**src/rtl/core/mrpt_pkg.sv**
```systemverilog
package mrpt_pkg;

    typedef enum logic [2:0] {
        REG_BASE_COUNT = 3'd0,
        REG_BASE_ZERO  = 3'd1,
        REG_BASE_ONE   = 3'd2,
        REG_BASE_TWO   = 3'd3,
        REG_BASE_THREE = 3'd4
    } reg_index_t;

    typedef enum logic [1:0] {
        OP_LOAD   = 2'd0,
        OP_MODRED = 2'd1,
        OP_MULMOD = 2'd2
    } dp_op_t;

    typedef enum logic [1:0] {
        SEL_R_A = 2'd0,
        SEL_A_A = 2'd1,
        SEL_R_R = 2'd2
    } mul_sel_t;

    typedef enum logic [3:0] {
        ST_IDLE,
        ST_LOAD,
        ST_SPLIT,
        ST_RED,
        ST_RED_WAIT,
        ST_EXP,
        ST_EXP_MUL,
        ST_EXP_SQR,
        ST_CHECK,
        ST_SQR_LOOP,
        ST_SQR_WAIT,
        ST_NEXT,
        ST_OUT
    } mrpt_state_t;

    typedef struct packed {
        logic     start;
        dp_op_t   op;
        mul_sel_t sel;
        logic     to_r;
        logic     init_base;
        logic     shift_d;
        logic     shift_e;
        logic     inc_sq;
        logic     set_result;
        logic     result_value;
    } dp_cmd_t;

    typedef struct packed {
        logic busy;
        logic n_le1;
        logic n_eq2;
        logic d_even;
        logic e_zero;
        logic e_lsb;
        logic r_eq1;
        logic r_eqnm1;
        logic sq_done;
    } dp_status_t;

endpackage

```
**src/rtl/core/mrpt_control.sv**
```systemverilog
module mrpt_control
    import mrpt_pkg::*;
#(
    parameter int MAX_BASES = 4
)
(
    input  logic       clk,
    input  logic       rst_n,
    input  logic       in_valid,
    output logic       in_stall,
    output logic       out_valid,
    input  logic       out_stall,
    input  logic [2:0] base_count,
    input  dp_status_t status,
    output dp_cmd_t    cmd,
    output logic [1:0] base_sel
);

    mrpt_state_t state_reg, state_next;
    logic [2:0]  k_reg, k_next, count;

    assign count = (base_count == 3'd0) ? 3'd1 :
                   (base_count > 3'(MAX_BASES)) ? 3'(MAX_BASES) : base_count;
    assign base_sel = k_reg[1:0];

    always_ff @(posedge clk or negedge rst_n)
    begin
        if (!rst_n)
        begin
            state_reg <= ST_IDLE;
            k_reg     <= '0;
        end
        else
        begin
            state_reg <= state_next;
            k_reg     <= k_next;
        end
    end

    always_comb
    begin
        state_next = state_reg;
        k_next     = k_reg;
        cmd        = '0;
        cmd.op     = OP_MULMOD;
        in_stall   = 1'b1;
        out_valid  = 1'b0;
        case (state_reg)
            ST_IDLE:
            begin
                in_stall = 1'b0;
                if (in_valid)
                begin
                    cmd.op        = OP_LOAD;
                    cmd.init_base = 1'b1;
                    state_next    = ST_LOAD;
                end
            end
            ST_LOAD:
            begin
                k_next = '0;
                if (status.n_le1 || status.n_eq2)
                begin
                    cmd.set_result   = 1'b1;
                    cmd.result_value = status.n_eq2;
                    state_next       = ST_OUT;
                end
                else
                    state_next = ST_SPLIT;
            end
            ST_SPLIT:
            begin
                if (status.d_even)
                    cmd.shift_d = 1'b1;
                else
                begin
                    cmd.init_base = 1'b1;
                    state_next    = ST_RED;
                end
            end
            ST_RED:
            begin
                cmd.start  = 1'b1;
                cmd.op     = OP_MODRED;
                state_next = ST_RED_WAIT;
            end
            ST_RED_WAIT:
                if (!status.busy)
                    state_next = ST_EXP;
            ST_EXP:
            begin
                if (status.e_zero)
                    state_next = ST_CHECK;
                else if (status.e_lsb)
                begin
                    cmd.start  = 1'b1;
                    cmd.sel    = SEL_R_A;
                    cmd.to_r   = 1'b1;
                    state_next = ST_EXP_MUL;
                end
                else
                begin
                    cmd.start  = 1'b1;
                    cmd.sel    = SEL_A_A;
                    state_next = ST_EXP_SQR;
                end
            end
            ST_EXP_MUL:
                if (!status.busy)
                begin
                    cmd.start  = 1'b1;
                    cmd.sel    = SEL_A_A;
                    state_next = ST_EXP_SQR;
                end
            ST_EXP_SQR:
                if (!status.busy)
                begin
                    cmd.shift_e = 1'b1;
                    state_next  = ST_EXP;
                end
            ST_CHECK:
                state_next = (status.r_eq1 || status.r_eqnm1) ? ST_NEXT : ST_SQR_LOOP;
            ST_SQR_LOOP:
            begin
                if (status.sq_done)
                begin
                    cmd.set_result   = 1'b1;
                    cmd.result_value = 1'b0;
                    state_next       = ST_OUT;
                end
                else
                begin
                    cmd.start  = 1'b1;
                    cmd.sel    = SEL_R_R;
                    cmd.to_r   = 1'b1;
                    cmd.inc_sq = 1'b1;
                    state_next = ST_SQR_WAIT;
                end
            end
            ST_SQR_WAIT:
                if (!status.busy)
                    state_next = status.r_eqnm1 ? ST_NEXT : ST_SQR_LOOP;
            ST_NEXT:
            begin
                if (k_reg + 3'd1 >= count)
                begin
                    cmd.set_result   = 1'b1;
                    cmd.result_value = 1'b1;
                    state_next       = ST_OUT;
                end
                else
                begin
                    k_next        = k_reg + 3'd1;
                    cmd.init_base = 1'b1;
                    state_next    = ST_RED;
                end
            end
            ST_OUT:
            begin
                out_valid = 1'b1;
                if (!out_stall)
                    state_next = ST_IDLE;
            end
            default:
                state_next = ST_IDLE;
        endcase
    end

`ifndef SYNTH
    a_out_hold: assert property (@(posedge clk) disable iff (!rst_n)
        out_valid && out_stall |=> out_valid)
        else $error("result dropped under stall");
    a_no_accept_busy: assert property (@(posedge clk) disable iff (!rst_n)
        state_reg != ST_IDLE |-> in_stall)
        else $error("input taken while busy");
    a_k_range: assert property (@(posedge clk) disable iff (!rst_n)
        k_reg < 3'(MAX_BASES))
        else $error("base index out of range");
`endif

endmodule

```
**config.mk**
```make
export PLATFORM = sky130hd
export DESIGN_NAME = mrpt_control
export DESIGN_NICKNAME = d
export VERILOG_FILES = /design/src/rtl/core/mrpt_pkg.sv /design/src/rtl/core/mrpt_control.sv
export SDC_FILE = /design/constraint.sdc
export NUM_CORES = 1
export LEC_CHECK = 0
export ABC_AREA = 1
export BUFFER_PORTS_ARGS = -buffer_cell sky130_fd_sc_hd__buf_4
export CELL_PAD_IN_SITES_DETAIL_PLACEMENT = 0
export CELL_PAD_IN_SITES_GLOBAL_PLACEMENT = 2
export CORE_ASPECT_RATIO = 1.5
export CORE_MARGIN = 1
export CORE_UTILIZATION = 26
export CTS_BUF_LIST = sky130_fd_sc_hd__clkbuf_8
export CTS_CLUSTER_DIAMETER = 30
export DETAILED_ROUTE_END_ITERATION = 8
export PLACE_DENSITY = 0.95
export RECOVER_POWER = 25
export REMOVE_ABC_BUFFERS = 1
export SYNTH_ARGS = -nofsm -noshare
export SYNTH_HDL_FRONTEND = slang
export SYNTH_SLANG_ARGS = --single-unit
```
**constraint.sdc**
```tcl
create_clock -name clk -period 3.35 [get_ports clk]
set_input_delay 0.67 -clock clk [delete_from_list [all_inputs] [get_ports clk]]
set_output_delay 0.67 -clock clk [all_outputs]
set_load 0.02 [all_outputs]
```
==> metrics.txt, run 1 <==
status=finished clean; die width=47.2 um; vias per cell=4.30; crit path capture=cmd[5]; GP Congestion=0.801; Final Critical Period=2860 ps; Wirelength per Cell=9.91 um; DP HPWL=1810 um; met2 WL=1110 um; number of diodes=0; io pins=32; largest family of logic cells by synthesized area=simple AND/OR/NAND/NOR gates; total CTS buffers=3; Port Buffer Count=31; Post-Synth Adder-Cell Area=6.29%; maximum VDD drop=0.334 mV; Critical Path End Type=output port; Core ar.=2910 um2; # DRC=0; layout cells sized above 1=28.0%; vias=890; M1 wire length=868 um; post-detailed-route count of antenna-violating nets=0; post-synthesis xor/xnor area fraction=1.10%; Critical Path AT=2190 ps; WP data required=2680 ps; CTS root buffer=clkbuf_8; fin cells=207; grt total ovfl=0; TritonCTS clock tree=done; DIE HEIGHT=69.8 um; FF-to-FF setup slack=1400 ps; first-pass GRT wire length=3520 um; Max FO, Critical Path=4; fin crit share=85.3%; # nets final=189; initial antenna violation count=0; DR top layer=met4; max reg flops=4; fmax=0.350 GHz; # resized after CTS=0; Startpoint Class=register; largest net degree at the start of global routing=8; reg-to-reg endpoint=state_reg[0]; worst hold-check path type=in -> async; number of synthesized register bits=7; Seq/Total Area, Yosys=22.0%; relative slew slack=76.5%; Clock Tree Buf Depth=2; Slew @ Worst Pin=353 ps; routed wl met3=45 um; Fillers=357; PwrDens=762 nW/um2; Post-Syn Area=796 um2; Worst Skew=0.983 ps; H-tree levels=1; DRT Pass-1 Iters=4; CTS sink cnt=7; mux contribution to synthesized area=1.26%; Overall Power=0.835 mW; row cnt=24; Post-Route WL=2050 um; Ys Warns=0; static leakage=0.683 nW; Area Growth Syn to Fin=37.7%; Crit Path Class=reg -> out; clock-pin slew on the worst setup and hold paths=40 ps; Post-CTS Setup Bufs=0; unrepaired setup endpoints after global routing=false; Reg2Reg Depth=11; vias in the first global route=920; hold violation count in the final report=0; post-route setup TNS=0 ps; Max Slew Vio Count=0; Max Cap Viol=0; Hold-fix buffers, CTS=0; Die Area=3290 um2; endpoints failing setup=0; Iteration-0 DRC Markers=16; total placed cells including tap cells=203; Synth Area per Inst=5.85 um2; Syn Inst Count=136; worst reg2reg path startpoint=k_reg[0]; clk_lat worst skew=220 ps; gr usage total=14.0%; crit path from=k_reg[0]; Distinct cells, synth=23; Starting Density=27.3%; simple-gate area share of the yosys netlist=42.9%; Compound-Gate Fraction of Synth Area=9.43%
[layout by cell type (no fill, tap or decap)]
| cell | Yosys | layout |
|---|---|---|
| nand2_1 | 42 | 42 |
| buf_4 | 3 | 30 |
| inv_1 | 27 | 28 |
| nor2_1 | 12 | 12 |
| nand3_1 | 8 | 8 |
| dfrtp_1 | 7 | 7 |
| nor2_2 | 6 | 6 |
| a21oi_1 | 5 | 5 |
| o21ai_0 | 4 | 4 |
| ha_1 | 4 | 4 |
| nand2_2 | 3 | 3 |
| clkbuf_8 | 0 | 3 |
| inv_2 | 2 | 2 |
| nand4_1 | 2 | 2 |
| o22ai_1 | 2 | 2 |
| clkinv_1 | 1 | 1 |
| xnor2_1 | 1 | 1 |
| nor2_4 | 1 | 1 |
| nand3b_1 | 1 | 1 |
| nor3_1 | 1 | 1 |
| a31o_2 | 1 | 1 |
| o221ai_1 | 1 | 1 |
| mux2i_1 | 1 | 1 |
| or2_2 | 1 | 1 |
| clkbuf_1 | 0 | 1 |
[how the worst min path moves through the flow]
stage / to / slack (ps) / startpoint / depth (start not counted)
2_1_floorplan: k_reg[0] / 370 / rst_n / 0
3_5_place_dp: k_reg[0] / 490 / rst_n / 1
3_3_place_gp: k_reg[1] / 480 / rst_n / 1
4_1_cts: state_reg[1] / 250 / rst_n / 1
6_report: state_reg[1] / 320 / rst_n / 1
5_1_grt: state_reg[3] / 370 / rst_n / 1
[cells in the mapped netlist, drive strengths merged]
cell type	count	area, um2
nand2	45	176
inv	29	109
nor2	19	93.8
nand3	8	40.0
dfrtp	7	175
a21oi	5	25.0
ha	4	50.1
o21ai	4	20.0
buf	3	22.5
nand4	2	12.5
o22ai	2	12.5
a31o	1	8.76
clkinv	1	3.75
mux2i	1	10.0
nand3b	1	7.51
nor3	1	5.00
o221ai	1	8.76
or2	1	6.26
xnor2	1	8.76
[worst max-delay path, stage by stage, from the launching register on]
cell and delay (ps):
dfrtp_1 420, ha_1 230, xnor2_1 200, inv_1 60, ha_1 280, a21oi_1 180
nand2_1 110, nor2_2 150, inv_2 80, o221ai_1 80, buf_4 180
[final cells by class]
| type | instances | area, um2 | share of cell area (%) |
|---|---|---|---|
| clock buffer | 3 | 41.3 | 3.77 |
| clock inverter | 1 | 3.75 | 0.342 |
| inverter | 30 | 113 | 10.3 |
| multi-input combinational | 96 | 485 | 44.3 |
| sequential | 7 | 175 | 16.0 |
| tap | 39 | 48.8 | 4.45 |
| timing repair buffer | 31 | 229 | 20.9 |
[power by group]
part           internal [mW]  total [mW]  switching (mW)  leakage (nW)
Sequential             0.116       0.162          0.0454        0.0917
Combinational          0.208       0.559           0.350         0.564
Clock                 0.0791       0.114          0.0354        0.0269
[cells by family (layout without fill, tap and decap cells)]
kind of cell             count (synthesis)  count (layout)
AO/OA/AOI/OAI                           13              13
XOR/XNOR                                 1               1
adder cells (fa/ha/maj)                  4               4
buffers and inverters                   33              65
flip-flops                               7               7
multiplexers                             1               1
AND/OR/NAND/NOR                         77              77
[stage by stage]
step           hold WS, ps  cell area [um2]  setup slack (ps)  utilization, %
4_1_cts                246             1100               460            37.8
5_1_grt                366             1100               290            37.6
6_report               325             1100               492            37.6
2_1_floorplan          374              773               825               -
3_3_place_gp           484             1050               762            36.2
3_5_place_dp           486             1050               727            36.2
[layer usage]
| metal | track usage, % | vias to the layer above |
|---|---|---|
| li1 | - | 480 |
| met1 | 16.6 | 388 |
| met2 | 23.6 | 18 |
| met3 | 0.521 | 4 |
| met4 | 7.94 | 0 |
| met5 | 0 | - |
Note: power is estimated with default switching activity, not from simulation.
==> run 2: changes to the inputs <==
--- a/config.mk
+++ b/config.mk
@@ -6,7 +6,8 @@
 export NUM_CORES = 1
 export LEC_CHECK = 0
 export ABC_AREA = 1
-export BUFFER_PORTS_ARGS = -buffer_cell sky130_fd_sc_hd__buf_4
+export BUFFER_PORTS_ARGS = -buffer_cell sky130_fd_sc_hd__buf_2
+export CAP_MARGIN = 40
 export CELL_PAD_IN_SITES_DETAIL_PLACEMENT = 0
 export CELL_PAD_IN_SITES_GLOBAL_PLACEMENT = 2
 export CORE_ASPECT_RATIO = 1.5
@@ -15,7 +16,7 @@
 export CTS_BUF_LIST = sky130_fd_sc_hd__clkbuf_8
 export CTS_CLUSTER_DIAMETER = 30
 export DETAILED_ROUTE_END_ITERATION = 8
-export PLACE_DENSITY = 0.95
+export PLACE_DENSITY_LB_ADDON = 0.3
 export RECOVER_POWER = 25
 export REMOVE_ABC_BUFFERS = 1
 export SYNTH_ARGS = -nofsm -noshare
==> metrics.txt, run 2 (synthesized netlist as in run 1, its figures left out) <==
DP Area=977 um2; final worst slack=465 ps; Max Cap Viol=0; FF-to-FF setup slack=1360 ps; Critical Path AT=2210 ps; most common cell after layout, fill and taps aside=nand2_1; first-pass GRT wire length=3620 um; Crit Path Class=reg -> out; Core ar.=2910 um2; max reg flops=4; gr usage total=14.7%; DP HPWL=1870 um; PwrDens=797 nW/um2; worst hold-check path type=in -> async; Post-Route WL=2160 um; # nets final=189; Slew @ Worst Pin=352 ps; unrepaired setup endpoints after global routing=false; Reg2Reg Depth=11; H-tree levels=1; post-detailed-route count of antenna-violating nets=0; die width=47.2 um; fmax=0.347 GHz; row cnt=24; Max Slew Vio Count=0; Max FO, Critical Path=4; worst reg2reg path startpoint=k_reg[0]; Worst Skew=5.74 ps; Hold-fix buffers, CTS=0; Final Critical Period=2880 ps; CTS root buffer=clkbuf_8; Iteration-0 DRC Markers=26; total placed cells including tap cells=203; # resized after CTS=0; post-route setup TNS=0 ps; Multi-input gate area=485 um2; status=finished clean; initial antenna violation count=0; WP data required=2680 ps; CTS sink cnt=7; TritonCTS clock tree=done; Critical Path End Type=output port; maximum VDD drop=0.269 mV; relative slew slack=76.6%; Fillers=342; Starting Density=27.3%; endpoints failing setup=0; Die Area=3290 um2; fin cells=207; DRT Pass-1 Iters=3; Register Area=175 um2; fin area=1020 um2; clk_lat worst skew=220 ps; Clock Tree Buf Depth=2; vias in the first global route=883; total CTS buffers=3; clock-pin slew on the worst setup and hold paths=50 ps; commonest cells after routing, fill and taps aside=42 x nand2_1, 30 x buf_2, 27 x inv_1, 12 x nor2_1, 8 x nand3_1; Wirelength per Cell=10.4 um; vias=893; reg-to-reg endpoint=state_reg[0]; Startpoint Class=register; io pins=32; fin crit share=86.1%; Post-CTS Setup Bufs=0; DIE HEIGHT=69.8 um; Place WS=684 ps; static leakage=0.667 nW; Port Buffer Count=31; hold violation count in the final report=0; grt total ovfl=0; Area Growth Syn to Fin=28.5%; # DRC=0; layout cells sized above 1=28.6%; GP Congestion=0.811; number of diodes=0; largest net degree at the start of global routing=8; vias per cell=4.31
run 2: cell count changes in the layout (fill, tap and decap cells not counted):
cell and change:
buf_2 +30, inv_1 -1, clkinv_2 +1, buf_4 -30
run 2: final cells by class:
cell class                      instances  area share (%)
Inverter                               30            11.0
Sequential cell                         7            17.1
Clock inverter                          1           0.490
Tap cell                               39            4.77
Multi-Input combinational cell         96            47.5
Clock buffer                            3            4.04
Timing Repair Buffer                   31            15.1
run 2: metal layers:
metal | track usage [%] | wire [um] | vias up
met1 | 16.7 | 930 | 396
met3 | 2.34 | 49 | 0
met4 | 1.90 | 0 | 0
li1 | - | - | 478
met2 | 27.6 | 1180 | 19
met5 | 0 | 0 | -
run 2: where the power goes:
part	internal [mW]	switching, mW	leakage (nW)
clock	0.0806	0.0371	0.0255
combinational	0.176	0.359	0.549
sequential	0.116	0.0457	0.0917
run 2: worst max-delay path by stage:
stage | from | endpoint | slack [ps] | cells past startpoint
2_1_floorplan | k_reg[0] | cmd[5] | 830 | 9
3_3_place_gp | k_reg[0] | cmd[5] | 740 | 10
3_5_place_dp | k_reg[0] | cmd[5] | 680 | 10
4_1_cts | k_reg[0] | cmd[5] | 420 | 10
5_1_grt | k_reg[0] | cmd[5] | 270 | 10
6_report | k_reg[0] | cmd[5] | 470 | 10
run 2: metrics by stage:
stage          power, mW  hold slack, ps  util [%]
2_1_floorplan      0.546             374         -
3_3_place_gp       0.703             508      33.5
3_5_place_dp       0.706             510      33.5
4_1_cts            0.825             270      35.1
5_1_grt            0.910             348      35.1
6_report           0.815             321      35.1
run 2: worst max-delay path: stages (launching register included):
cell and delay, ps:
dfrtp_1 420, ha_1 230, xnor2_1 200, inv_1 70, ha_1 280, a21oi_1 190, nand2_1 120, nor2_2 150
inv_2 70, o221ai_1 70, buf_2 200
